## src/rtl/time_ordered_event_queue_defines.svh

```systemverilog
// Assertion helpers used by the queue sequencer.
// Both expect signals named clk and rst in the module that uses them.
`ifndef TIME_ORDERED_EVENT_QUEUE_DEFINES_SVH
`define TIME_ORDERED_EVENT_QUEUE_DEFINES_SVH

// The consequent must hold in the same cycle as the antecedent.
`define TEQ_ASSERT_SAME(label, ante, cons, msg) \
  label: assert property (@(posedge clk) disable iff (rst) (ante) |-> (cons)) \
    else $error(msg);

// The consequent must hold in the cycle after the antecedent.
`define TEQ_ASSERT_NEXT(label, ante, cons, msg) \
  label: assert property (@(posedge clk) disable iff (rst) (ante) |=> (cons)) \
    else $error(msg);

`endif

```

## src/rtl/teq_pkg.sv

```systemverilog
package teq_pkg;

  localparam int DEPTH = 16;
  localparam int IDX_W = (DEPTH > 1) ? $clog2(DEPTH) : 1;
  localparam int CNT_W = $clog2(DEPTH + 1);

  typedef logic [IDX_W-1:0] idx_t;
  typedef logic [CNT_W-1:0] cnt_t;

  localparam cnt_t OCC_FULL = cnt_t'(DEPTH);

  localparam logic REQ_INSERT = 1'b0;
  localparam logic REQ_REMOVE = 1'b1;

  localparam logic [1:0] STATUS_DONE    = 2'd0;
  localparam logic [1:0] STATUS_FULL    = 2'd1;
  localparam logic [1:0] STATUS_NOMATCH = 2'd2;

  typedef struct packed {
    logic        req_type;
    logic [31:0] event_time;
    logic [7:0]  event_type;
  } req_t;

  typedef struct packed {
    logic [1:0]  status;
    logic        head_valid;
    logic [31:0] head_time;
    logic [7:0]  head_type;
    logic [4:0]  fill_count;
  } rsp_t;

  // One stored event.
  typedef struct packed {
    logic [31:0] stamp;
    logic [7:0]  kind;
  } slot_t;

  // Write and read request to the slot store.
  typedef struct packed {
    logic  we;
    idx_t  waddr;
    slot_t wdata;
    idx_t  raddr;
  } mem_req_t;

  // Outcome of the shared compare unit.
  typedef struct packed {
    logic earlier;
    logic match;
  } cmp_t;

  typedef enum logic [2:0] {
    ST_IDLE,
    ST_START,
    ST_SCAN,
    ST_ISHIFT,
    ST_IPLACE,
    ST_RSHIFT,
    ST_HEAD,
    ST_FIN
  } state_t;

endpackage

```

## src/rtl/time_ordered_event_queue.sv

```systemverilog
// A full queue drops an insert without a scan. A finished result waits in the sequencer
// until the previous result has left the output register. The next request beat is taken
// once the sequencer is idle, even while the previous result still waits in that register.
// Reset: rst is synchronous and active high; it empties the queue and drops any result.
module time_ordered_event_queue (
  input  logic          clk,
  input  logic          rst,
  input  logic          req_valid,
  output logic          req_stall,
  input  teq_pkg::req_t req,
  output logic          rsp_valid,
  input  logic          rsp_stall,
  output teq_pkg::rsp_t rsp
);

  // The slot store has one write and one read port with registered read data. The
  // sequencer walks it one slot per cycle: a scan to find the position, then a shift
  // that opens or closes a gap, then a read of slot zero for the head.
  // Slot contents are not cleared, since only slots below the fill count are read.
  teq_pkg::mem_req_t mem;
  teq_pkg::slot_t    rdata;
  teq_pkg::rsp_t     res;
  logic              idle;
  logic              done;
  logic              start;
  logic              out_free;

  // A request beat is taken only when the sequencer has no work in flight.
  assign req_stall = !idle;
  assign start     = req_valid && !req_stall;

  // The output register may be refilled in the same cycle its beat leaves.
  assign out_free = !rsp_valid || !rsp_stall;

  teq_store u_store (
    .clk   (clk),
    .mem   (mem),
    .rdata (rdata)
  );

  teq_seq u_seq (
    .clk      (clk),
    .rst      (rst),
    .start    (start),
    .req      (req),
    .rdata    (rdata),
    .out_free (out_free),
    .mem      (mem),
    .idle     (idle),
    .done     (done),
    .res      (res)
  );

  // Result register. It holds its beat steady while the consumer stalls.
  always_ff @(posedge clk) begin
    if (rst) begin
      rsp_valid <= 1'b0;
    end else if (done) begin
      rsp_valid <= 1'b1;
    end else if (!rsp_stall) begin
      rsp_valid <= 1'b0;
    end
  end

  always_ff @(posedge clk) begin
    if (done) begin
      rsp <= res;
    end
  end

endmodule

```

## src/rtl/teq_store.sv

```systemverilog
module teq_store (
  input  logic              clk,
  input  teq_pkg::mem_req_t mem,
  output teq_pkg::slot_t    rdata
);

  teq_pkg::slot_t slots [teq_pkg::DEPTH];

  always_ff @(posedge clk) begin
    if (mem.we) begin
      slots[mem.waddr] <= mem.wdata;
    end
    rdata <= slots[mem.raddr];
  end

endmodule

```

## src/rtl/teq_cmp.sv

```systemverilog
module teq_cmp (
  input  logic [31:0]    new_stamp,
  input  logic [7:0]     new_kind,
  input  teq_pkg::slot_t slot,
  output teq_pkg::cmp_t  res
);

  logic [31:0] diff;

  // The new time is earlier when the wrapped difference is negative.
  assign diff        = new_stamp - slot.stamp;
  assign res.earlier = diff[31];
  assign res.match   = (new_kind == slot.kind);

endmodule

```

## src/rtl/teq_seq.sv

```systemverilog
`include "time_ordered_event_queue_defines.svh"

module teq_seq (
  input  logic              clk,
  input  logic              rst,
  input  logic              start,
  input  teq_pkg::req_t     req,
  input  teq_pkg::slot_t    rdata,
  input  logic              out_free,
  output teq_pkg::mem_req_t mem,
  output logic              idle,
  output logic              done,
  output teq_pkg::rsp_t     res
);

  teq_pkg::state_t state;
  teq_pkg::state_t state_next;
  teq_pkg::cnt_t   occ;
  teq_pkg::cnt_t   occ_next;
  teq_pkg::idx_t   rd_idx;
  teq_pkg::idx_t   rd_idx_next;
  teq_pkg::idx_t   pos;
  teq_pkg::idx_t   pos_next;
  logic [1:0]      status;
  logic [1:0]      status_next;
  teq_pkg::req_t   cur;
  teq_pkg::cmp_t   cmp;
  teq_pkg::idx_t   idx_inc;
  teq_pkg::idx_t   idx_dec;
  teq_pkg::idx_t   occ_last;
  logic            last;
  logic            is_insert;
  logic            hit;

  teq_cmp u_cmp (
    .new_stamp (cur.event_time),
    .new_kind  (cur.event_type),
    .slot      (rdata),
    .res       (cmp)
  );

  assign idx_inc   = rd_idx + teq_pkg::idx_t'(1);
  assign idx_dec   = rd_idx - teq_pkg::idx_t'(1);
  assign occ_last  = teq_pkg::idx_t'(occ - teq_pkg::cnt_t'(1));
  assign last      = (teq_pkg::cnt_t'(rd_idx) + teq_pkg::cnt_t'(1)) == occ;
  assign is_insert = (cur.req_type == teq_pkg::REQ_INSERT);
  assign hit       = is_insert ? cmp.earlier : cmp.match;
  assign idle      = (state == teq_pkg::ST_IDLE);

  always_ff @(posedge clk) begin
    if (rst) begin
      state <= teq_pkg::ST_IDLE;
    end else begin
      state <= state_next;
    end
  end

  always_ff @(posedge clk) begin
    if (rst) begin
      occ    <= '0;
      rd_idx <= '0;
      pos    <= '0;
      status <= teq_pkg::STATUS_DONE;
    end else begin
      occ    <= occ_next;
      rd_idx <= rd_idx_next;
      pos    <= pos_next;
      status <= status_next;
    end
  end

  always_ff @(posedge clk) begin
    if (start) begin
      cur <= req;
    end
  end

  always_comb begin
    state_next  = state;
    occ_next    = occ;
    rd_idx_next = rd_idx;
    pos_next    = pos;
    status_next = status;
    mem.we      = 1'b0;
    mem.waddr   = rd_idx;
    mem.wdata   = rdata;
    mem.raddr   = '0;
    done        = 1'b0;

    res.status     = status;
    res.head_valid = (occ != '0);
    res.head_time  = (occ != '0) ? rdata.stamp : 32'd0;
    res.head_type  = (occ != '0) ? rdata.kind : 8'd0;
    res.fill_count = 5'(occ);

    unique case (state)
      teq_pkg::ST_IDLE: begin
        if (start) begin
          state_next = teq_pkg::ST_START;
        end
      end
      teq_pkg::ST_START: begin
        status_next = teq_pkg::STATUS_DONE;
        rd_idx_next = '0;
        if (is_insert) begin
          if (occ == teq_pkg::OCC_FULL) begin
            status_next = teq_pkg::STATUS_FULL;
            state_next  = teq_pkg::ST_HEAD;
          end else if (occ == '0) begin
            pos_next   = '0;
            state_next = teq_pkg::ST_IPLACE;
          end else begin
            state_next = teq_pkg::ST_SCAN;
          end
        end else begin
          if (occ == '0) begin
            status_next = teq_pkg::STATUS_NOMATCH;
            state_next  = teq_pkg::ST_HEAD;
          end else begin
            state_next = teq_pkg::ST_SCAN;
          end
        end
      end
      teq_pkg::ST_SCAN: begin
        if (hit) begin
          pos_next = rd_idx;
          if (is_insert) begin
            mem.raddr   = occ_last;
            rd_idx_next = occ_last;
            state_next  = teq_pkg::ST_ISHIFT;
          end else if (last) begin
            occ_next   = occ - teq_pkg::cnt_t'(1);
            state_next = teq_pkg::ST_HEAD;
          end else begin
            mem.raddr   = idx_inc;
            rd_idx_next = idx_inc;
            state_next  = teq_pkg::ST_RSHIFT;
          end
        end else if (last) begin
          if (is_insert) begin
            pos_next   = teq_pkg::idx_t'(occ);
            state_next = teq_pkg::ST_IPLACE;
          end else begin
            status_next = teq_pkg::STATUS_NOMATCH;
            state_next  = teq_pkg::ST_HEAD;
          end
        end else begin
          mem.raddr   = idx_inc;
          rd_idx_next = idx_inc;
        end
      end
      teq_pkg::ST_ISHIFT: begin
        mem.we    = 1'b1;
        mem.waddr = idx_inc;
        if (rd_idx == pos) begin
          state_next = teq_pkg::ST_IPLACE;
        end else begin
          mem.raddr   = idx_dec;
          rd_idx_next = idx_dec;
        end
      end
      teq_pkg::ST_IPLACE: begin
        mem.we     = 1'b1;
        mem.waddr  = pos;
        mem.wdata  = '{stamp: cur.event_time, kind: cur.event_type};
        occ_next   = occ + teq_pkg::cnt_t'(1);
        state_next = teq_pkg::ST_HEAD;
      end
      teq_pkg::ST_RSHIFT: begin
        mem.we    = 1'b1;
        mem.waddr = idx_dec;
        if (last) begin
          occ_next   = occ - teq_pkg::cnt_t'(1);
          state_next = teq_pkg::ST_HEAD;
        end else begin
          mem.raddr   = idx_inc;
          rd_idx_next = idx_inc;
        end
      end
      teq_pkg::ST_HEAD: begin
        state_next = teq_pkg::ST_FIN;
      end
      teq_pkg::ST_FIN: begin
        if (out_free) begin
          done       = 1'b1;
          state_next = teq_pkg::ST_IDLE;
        end
      end
      default: begin
        state_next = teq_pkg::ST_IDLE;
      end
    endcase
  end

  `TEQ_ASSERT_SAME(a_occ_bound, 1'b1, occ <= teq_pkg::OCC_FULL, "occupancy above depth")
  `TEQ_ASSERT_SAME(a_wr_range, mem.we, teq_pkg::cnt_t'(mem.waddr) <= occ, "write past fill")
  `TEQ_ASSERT_NEXT(a_busy, start, state != teq_pkg::ST_IDLE, "accepted beat left idle")
  `TEQ_ASSERT_SAME(a_rshift_idx, state == teq_pkg::ST_RSHIFT, teq_pkg::cnt_t'(rd_idx) < occ,
                   "remove shift past fill")
  `TEQ_ASSERT_SAME(a_ishift_idx, state == teq_pkg::ST_ISHIFT, rd_idx >= pos,
                   "insert shift below position")

endmodule

```

## config.mk

```make
export PLATFORM = sky130hd
export DESIGN_NAME = time_ordered_event_queue
export DESIGN_NICKNAME = d
export VERILOG_FILES = /design/src/rtl/teq_pkg.sv /design/src/rtl/time_ordered_event_queue.sv /design/src/rtl/teq_store.sv /design/src/rtl/teq_cmp.sv /design/src/rtl/teq_seq.sv
export VERILOG_INCLUDE_DIRS = /design/src /design/src/rtl
export SDC_FILE = /design/constraint.sdc
export NUM_CORES = 1
export LEC_CHECK = 0
export BUFFER_PORTS_ARGS = -buffer_cell sky130_fd_sc_hd__clkbuf_2
export CORE_AREA = 2 2 247 249
export CTS_BUF_LIST = sky130_fd_sc_hd__clkbuf_8 sky130_fd_sc_hd__clkbuf_16
export CTS_CLUSTER_DIAMETER = 150
export DETAILED_ROUTE_END_ITERATION = 8
export DIE_AREA = 0 0 249 251
export GPL_ROUTABILITY_DRIVEN = 0
export PLACE_DENSITY = 0.71
export SYNTH_ARGS = -nofsm -noshare
export SYNTH_HDL_FRONTEND = slang
export SYNTH_SLANG_ARGS = --single-unit
```

## constraint.sdc

```tcl
create_clock -name clk -period 4.9 [get_ports clk]
set_input_delay 0.98 -clock clk [delete_from_list [all_inputs] [get_ports clk]]
set_output_delay 0.98 -clock clk [all_outputs]
set_load 0.03 [all_outputs]
```

**Yosys cells after proc, flatten, opt, wreduce, memory -nomap -nowiden**

Memories as Yosys holds them, arrays and structs flattened. A register that Yosys moved wholly into a read port is not among the register bits.
Index checks and enable logic that the tools add are counted.

- Magnitude comparators: 0
- Bitwise gates (word level): 0
- Equality and inequality tests: 26
- Add/sub/neg operators: 6
- Shifts and indexed selects: 0
- Multiply operators: 0
- Div/mod/pow operators: 0
- Mux-type cells: 51
- Reductions and logical operators: 16

Operators by type and width:

| cell | count |
|---|---|
| $mux W4 | 14 |
| $mux W40 | 1 |
| $mux W3 | 11 |
| $sub A32 B32 Y32 | 1 |
| $pmux W5 S3 | 2 |
| $pmux W3 S8 | 1 |
| $ne A2 B1 Y1 const B | 8 |
| $pmux W4 S4 | 1 |
| $mux W5 | 3 |
| $mux W2 | 7 |
| $eq A3 B3 Y1 const B | 4 |
| $pmux W4 S3 | 1 |
| $ne A2 B2 Y1 const B | 5 |
| $eq A8 B8 Y1 | 1 |
| $mux W1 | 8 |
| $pmux W4 S2 | 1 |
| $eq A3 B2 Y1 const B | 2 |
| $reduce_and A6 Y1 | 1 |
| $add A4 B1 Y5 const B | 1 |
| $add A5 B1 Y5 const B | 1 |
| $eq A5 B5 Y1 | 1 |
| $eq A5 B5 Y1 const B | 1 |
| $logic_not A5 Y1 | 1 |
| $reduce_and A5 Y1 | 1 |
| 19 further kinds | 21 |

- Logic and storage cells: 114
- Latch bits: 0
- Bits in writable memories: 640
- Input bits: 45
- Memory bits (read-only): 0
- Output and inout bits: 50
- Memories kept: 1
- Register bits after elaboration: 108

Memories:

| name | depth | bits a word | read ports | clocked after Yosys merged registers in | wr ports | line | text |
|---|---|---|---|---|---|---|---|
| u_store.slots | 16 | 40 | 1 | 1 | 1 | teq_store.sv:7 | `teq_pkg::slot_t slots [teq_pkg::DEPTH];` |

**Depth between registers and ports, before layout**

- Word-level depth: 6
- Gate-level depth with buffers: 18
- Depth with buffers taken out: 14

**Cells and area by module**

A second synthesis with hierarchy kept.

- Cells, all modules: 1603
- Area, all modules: 31267.5 µm²

By module, submodules not included:

| module | times used | sequential area each (µm²) | cells each | area an instance (µm²) |
|---|---|---|---|---|
| teq_store | 1 | 20019.2 | 1040 | 25131.6 |
| teq_seq | 1 | 1591.5 | 389 | 3798.6 |
| time_ordered_event_queue | 1 | 1461.4 | 54 | 1483.9 |
| teq_cmp | 1 | 0.0 | 120 | 853.3 |

**Worst setup path before layout**

OpenSTA, ideal clock, no wires.

- Path type: flip-flop to flip-flop
- Start: register u_seq.state[2]
- End: register rsp[0] (netlist name), enable pin
- Clock period less this slack: 3.885 ns
- Required time: 4.429 ns
- Path buffers: 2
- Data arrival time: 3.414 ns
- Setup time: 0.471 ns
- Slack: 1.015 ns
- Cell stages (with the launch flop): 5
- Path through: dfxtp_1 > clkbuf_1 > clkbuf_1 > nand3_1 > a21oi_1

- Word-level cells in the longest chain between the ends: 2

Ends and longest elaborated chain:

| item | line | text |
|---|---|---|
| start, declared | teq_seq.sv:16 | `teq_pkg::state_t state;` |
| start signal, assigned | teq_seq.sv:52 | `state <= teq_pkg::ST_IDLE;` |
| start signal, assigned | teq_seq.sv:54 | `state <= state_next;` |
| $eq A3 B3 Y1 | teq_seq.sv:96 | `unique case (state)` |
| $mux W1 | teq_seq.sv:96 |  |
| net done | time_ordered_event_queue.sv:24 | `logic done;` |
| end signal, assigned | time_ordered_event_queue.sv:67 | `rsp <= res;` |
| end, declared | time_ordered_event_queue.sv:13 | `output teq_pkg::rsp_t rsp` |

The timed path passes the listed nets, and every way through them passes these cells.
A chain may end at the register's enable or synchronous reset.

**Final worst setup path**

- Start: register u_seq.cur[38] (netlist name)
- End: register, netlist name u_store.rdata[38]

- Word-level cells in the longest chain between the ends: 4

Ends and longest elaborated chain:

| item | line | text |
|---|---|---|
| start, declared | teq_seq.sv:26 | `teq_pkg::req_t cur;` |
| start signal, assigned | teq_seq.sv:74 | `cur <= req;` |
| $sub A32 B32 Y32 | teq_cmp.sv:11 | `assign diff = new_stamp - slot.stamp;` |
| $mux W1 | teq_seq.sv:47 | `assign hit = is_insert ? cmp.earlier : cmp.match;` |
| $mux W4 | teq_seq.sv:125 | `if (hit) begin` |
| $pmux W4 S3 | teq_seq.sv:96 |  |

Every way passes these cells.

==> results.rst <==
.. list-table::
   :header-rows: 1

   * - Metric
     - Value
   * - Global-route wire length before repair
     - around 130,000 µm
   * - Global-route total usage across every layer
     - 27.80%
   * - Worst EP required
     - 5.39 ns
   * - Drt drc
     - 0
   * - Peak supply drop
     - 0.7508 mV
   * - P&R area growth vs syn
     - 13.81%
   * - Avg Cell Area, Syn
     - 13.86 µm²
   * - Hold buffer count at cts
     - 0
   * - Top_reg_cell synth
     - edfxtp_1
   * - Total wire length
     - 87,760 µm
   * - X dimension of the die
     - between 200 and 250 µm
   * - Final setup violation count
     - 0
   * - Power Density
     - between 600 and 700 nW/µm²
   * - Leakage Power
     - 12.88 nW
   * - CP top delay family
     - simple AND/OR/NAND/NOR gates
   * - Count of boundary I/O pins
     - 95
   * - Die ar.
     - 62,500 µm²
   * - Flip-flop and latch count after synthesis
     - 788
   * - Main area contributors after synthesis
     - edfxtp_1, a32oi_1, a21o_1
   * - Via count of the first global-routing pass
     - 21.28k
   * - Total area of multi-input combinational cells
     - 8663 µm²
   * - CTS resizes
     - 0
   * - Total vias in the final route
     - 21.93k
   * - Reg-to-Reg End
     - u_store.rdata[38]
   * - Crit start category
     - register
   * - Insertion delay of the later-clocked pin in the worst-skew pair
     - 0.63 ns
   * - Number of library cell types mapped by synthesis
     - 73
   * - Cells on Worst Hold Path
     - 0
   * - Total power of the final layout
     - about 22 mW
   * - Launch point of the worst reg-to-reg path
     - u_seq.cur[38]
   * - Fraction of layout cells with a size suffix above 1
     - 14.89%
   * - Crit path arrival time
     - slightly above 5 ns
   * - Number of pins exceeding their max-slew limit in the final report
     - 0
   * - Buffers inserted by post-CTS timing repair
     - 0
   * - TritonCTS clock tree
     - built
   * - Register area share after synthesis
     - 70.97%
   * - Clock H-tree levels
     - 3
   * - Placeable core region
     - 59,790 µm²
   * - Worst reg2reg path depth
     - 11
   * - Relative max-transition margin
     - 24.24%
   * - Post-synth EDFFs
     - approximately 730
   * - Worst hold endpoint
     - rsp[47]
   * - Worst hold path class
     - register to register
   * - Max incr delay on CP
     - 0.72 ns
   * - # clock sinks
     - 788
   * - Antenna diode instance count
     - 0
   * - Clock input transition at the sequential cells of the worst setup and hold paths
     - roughly 0.060 ns
   * - RSZ-0062 raised after global routing
     - no
   * - Register area
     - 23,070 µm²
   * - Die Y-Extent
     - roughly 250 µm
   * - Routed len/inst
     - 26.86 µm
   * - Number of antenna violations at the first check in global routing
     - 1
   * - Nets@finish
     - 2,504
   * - Overflow left after global routing
     - 0
   * - Number of detailed-routing iterations run before antenna repair
     - 7
   * - Startpoint-to-endpoint class of the critical path
     - register to register
   * - Layout Skew
     - 0.02182 ns
   * - Most frequent cells in the layout
     - edfxtp_1, o21ai_0, nand3_1
   * - First-iteration detailed-routing DRC count
     - 3,227
   * - Remaining antenna violation count
     - 0
   * - Placed wire-length estimate
     - 47,400 µm
   * - Standard-cell row count
     - 90
   * - Maximum clock frequency
     - 0.2160 GHz
   * - Syn Std Cell Area
     - 32,510 µm²
   * - Share of flip-flops with an asynchronous set or reset after synthesis
     - 0%
   * - Buffer type at the clock tree root
     - clkbuf_16
   * - Transition time at the pin with the least slew margin
     - approximately 1.1 ns
   * - Cell breakdown of the critical path
     - ha_1, nand4_1, nor4_2, and3_1, a21oi_1, o21ai_2, a211oi_2, o211ai_1, buf_12, a21oi_1, or4_1
   * - Fill cell count
     - about 4.3k
   * - DR vias/cell
     - 6.713
   * - Synth area leader
     - edfxtp_1
   * - Final worst path period share
     - 94.50%
   * - Critical path buffers and inverters
     - 1
   * - Count of mapped cells out of synthesis
     - 2,346
   * - Clock period minus worst slack
     - 4.630 ns
   * - Pin count of the biggest net entering global routing
     - roughly 130
   * - Syn nets
     - 2,427
   * - Number of maximum-capacitance violations
     - 0
   * - Startpoint of the most critical setup path
     - u_seq.cur[38]
   * - Minimum setup slack among reg-to-reg paths
     - 0.27 ns
   * - Result of the run
     - finished clean
   * - Number of hold violations in the final report
     - 0
   * - Most frequent standard cell in the layout excluding fill and tap cells
     - edfxtp_1
   * - Cell seen most often among critical-path stages
     - a21oi_1
   * - Largest buffer count on any clock path
     - 3
   * - Number of CTS-inserted buffers
     - 78
   * - Initial Utilization
     - 54.37%
   * - Top-area cell type share of the netlist area
     - 67.33%
   * - Hold Crit Start
     - u_seq.status[1]
   * - Sum of negative setup slack
     - 0 ns
   * - Standard cell with the maximum stage delay on the critical path
     - nor4_2
   * - CP max FO
     - 24
   * - IO buf count
     - between 90 and 100
   * - Syn. warnings
     - 0
   * - CP Capture Type
     - register
[layer usage]
metal  global-route usage, %  vias to the layer above  routed length (µm)
met4                   10.48                        0                2912
met1                   39.92                    10860               35500
met2                   42.55                     1454               39740
met3                   5.270                      213                9604
met5                       0                        -                   0
li1                        -                     9408                   -
[synth_stat cells, drive strengths merged, types with 12 or more instances]
library cell,instances
inv,43
and2,12
a21oi,160
ha,36
edfxtp,729
nand2,70
a211oi,45
dfxtp,59
xnor2,17
buf,62
nor2,90
nand3,172
a32oi,161
clkbuf,134
a21o,163
or4,40
o21ai,213
[kinds of logic after synthesis]
family                     synth area share (%)
adders and majority gates                 1.385
AOI/OAI and AO/OA                         16.67
and+or+nand+nor                           6.696
muxes                                    0.4118
xor gates and xnor gates                 0.8274
DFF                                       70.97
buffers and inverters                     3.044
[power breakdown]
| group | total, mW | leakage, nW | internal, mW | switching (mW) |
|---|---|---|---|---|
| clock | 5.90 | 1.31 | 3.40 | 2.50 |
| sequential | 9.35 | 7.12 | 9.03 | 0.318 |
| combinational | 7.03 | 4.45 | 2.35 | 4.69 |
[cell type report]
class | instances | area share (%)
Clock inverter | 54 | 1.200
Sequential cell | 788 | 62.36
Clock buffer | 88 | 5.678
Inverter | 44 | 0.4464
Tap cell | 782 | 2.644
Timing Repair Buffer | 193 | 4.261
Multi-Input combinational cell | 1318 | 23.41
[worst register-to-register path, stage by stage, from the launching register on]
cell	delay (ns)
edfxtp_1	0.39
ha_1	0.47
nand4_1	0.28
nor4_2	0.72
and3_1	0.42
a21oi_1	0.19
o21ai_2	0.37
a211oi_2	0.19
o211ai_1	0.56
buf_12	0.32
a21oi_1	0.11
or4_1	0.49
[worst max path at each step]
stage / end / cells after the start
floorplan: rsp[0] / 4
global placement: u_store.rdata[2] / 11
detailed placement: u_store.rdata[9] / 11
CTS: u_store.rdata[14] / 11
global route: u_store.rdata[38] / 14
finish: u_store.rdata[38] / 11
[flip-flops by register name, summed over array words and instances (netlist names)]
name,cells
rsp_valid,1
u_seq.cur,41
u_store.rdata,40
u_seq.status,2
u_seq.pos,4
rsp,48
u_seq.state,3
u_seq.rd_idx,4
u_seq.occ,5
u_store.slots,640
[per-stage QoR]
step                utilization (%)  setup WS [ns]  area (µm²)  instances  hold WS, ns
detailed placement            57.62         0.4285       34460       3125       0.4223
global placement              57.62         0.5398       34460       3125       0.4128
global route                  61.88         0.1270       37000       3267       0.4548
CTS                           61.88         0.3911       37000       3267       0.4405
floorplan                         -          1.015       32510       2346       0.4019
finish                        61.88         0.2697       37000       3267       0.4379
Power figures use the tool's default switching activity.
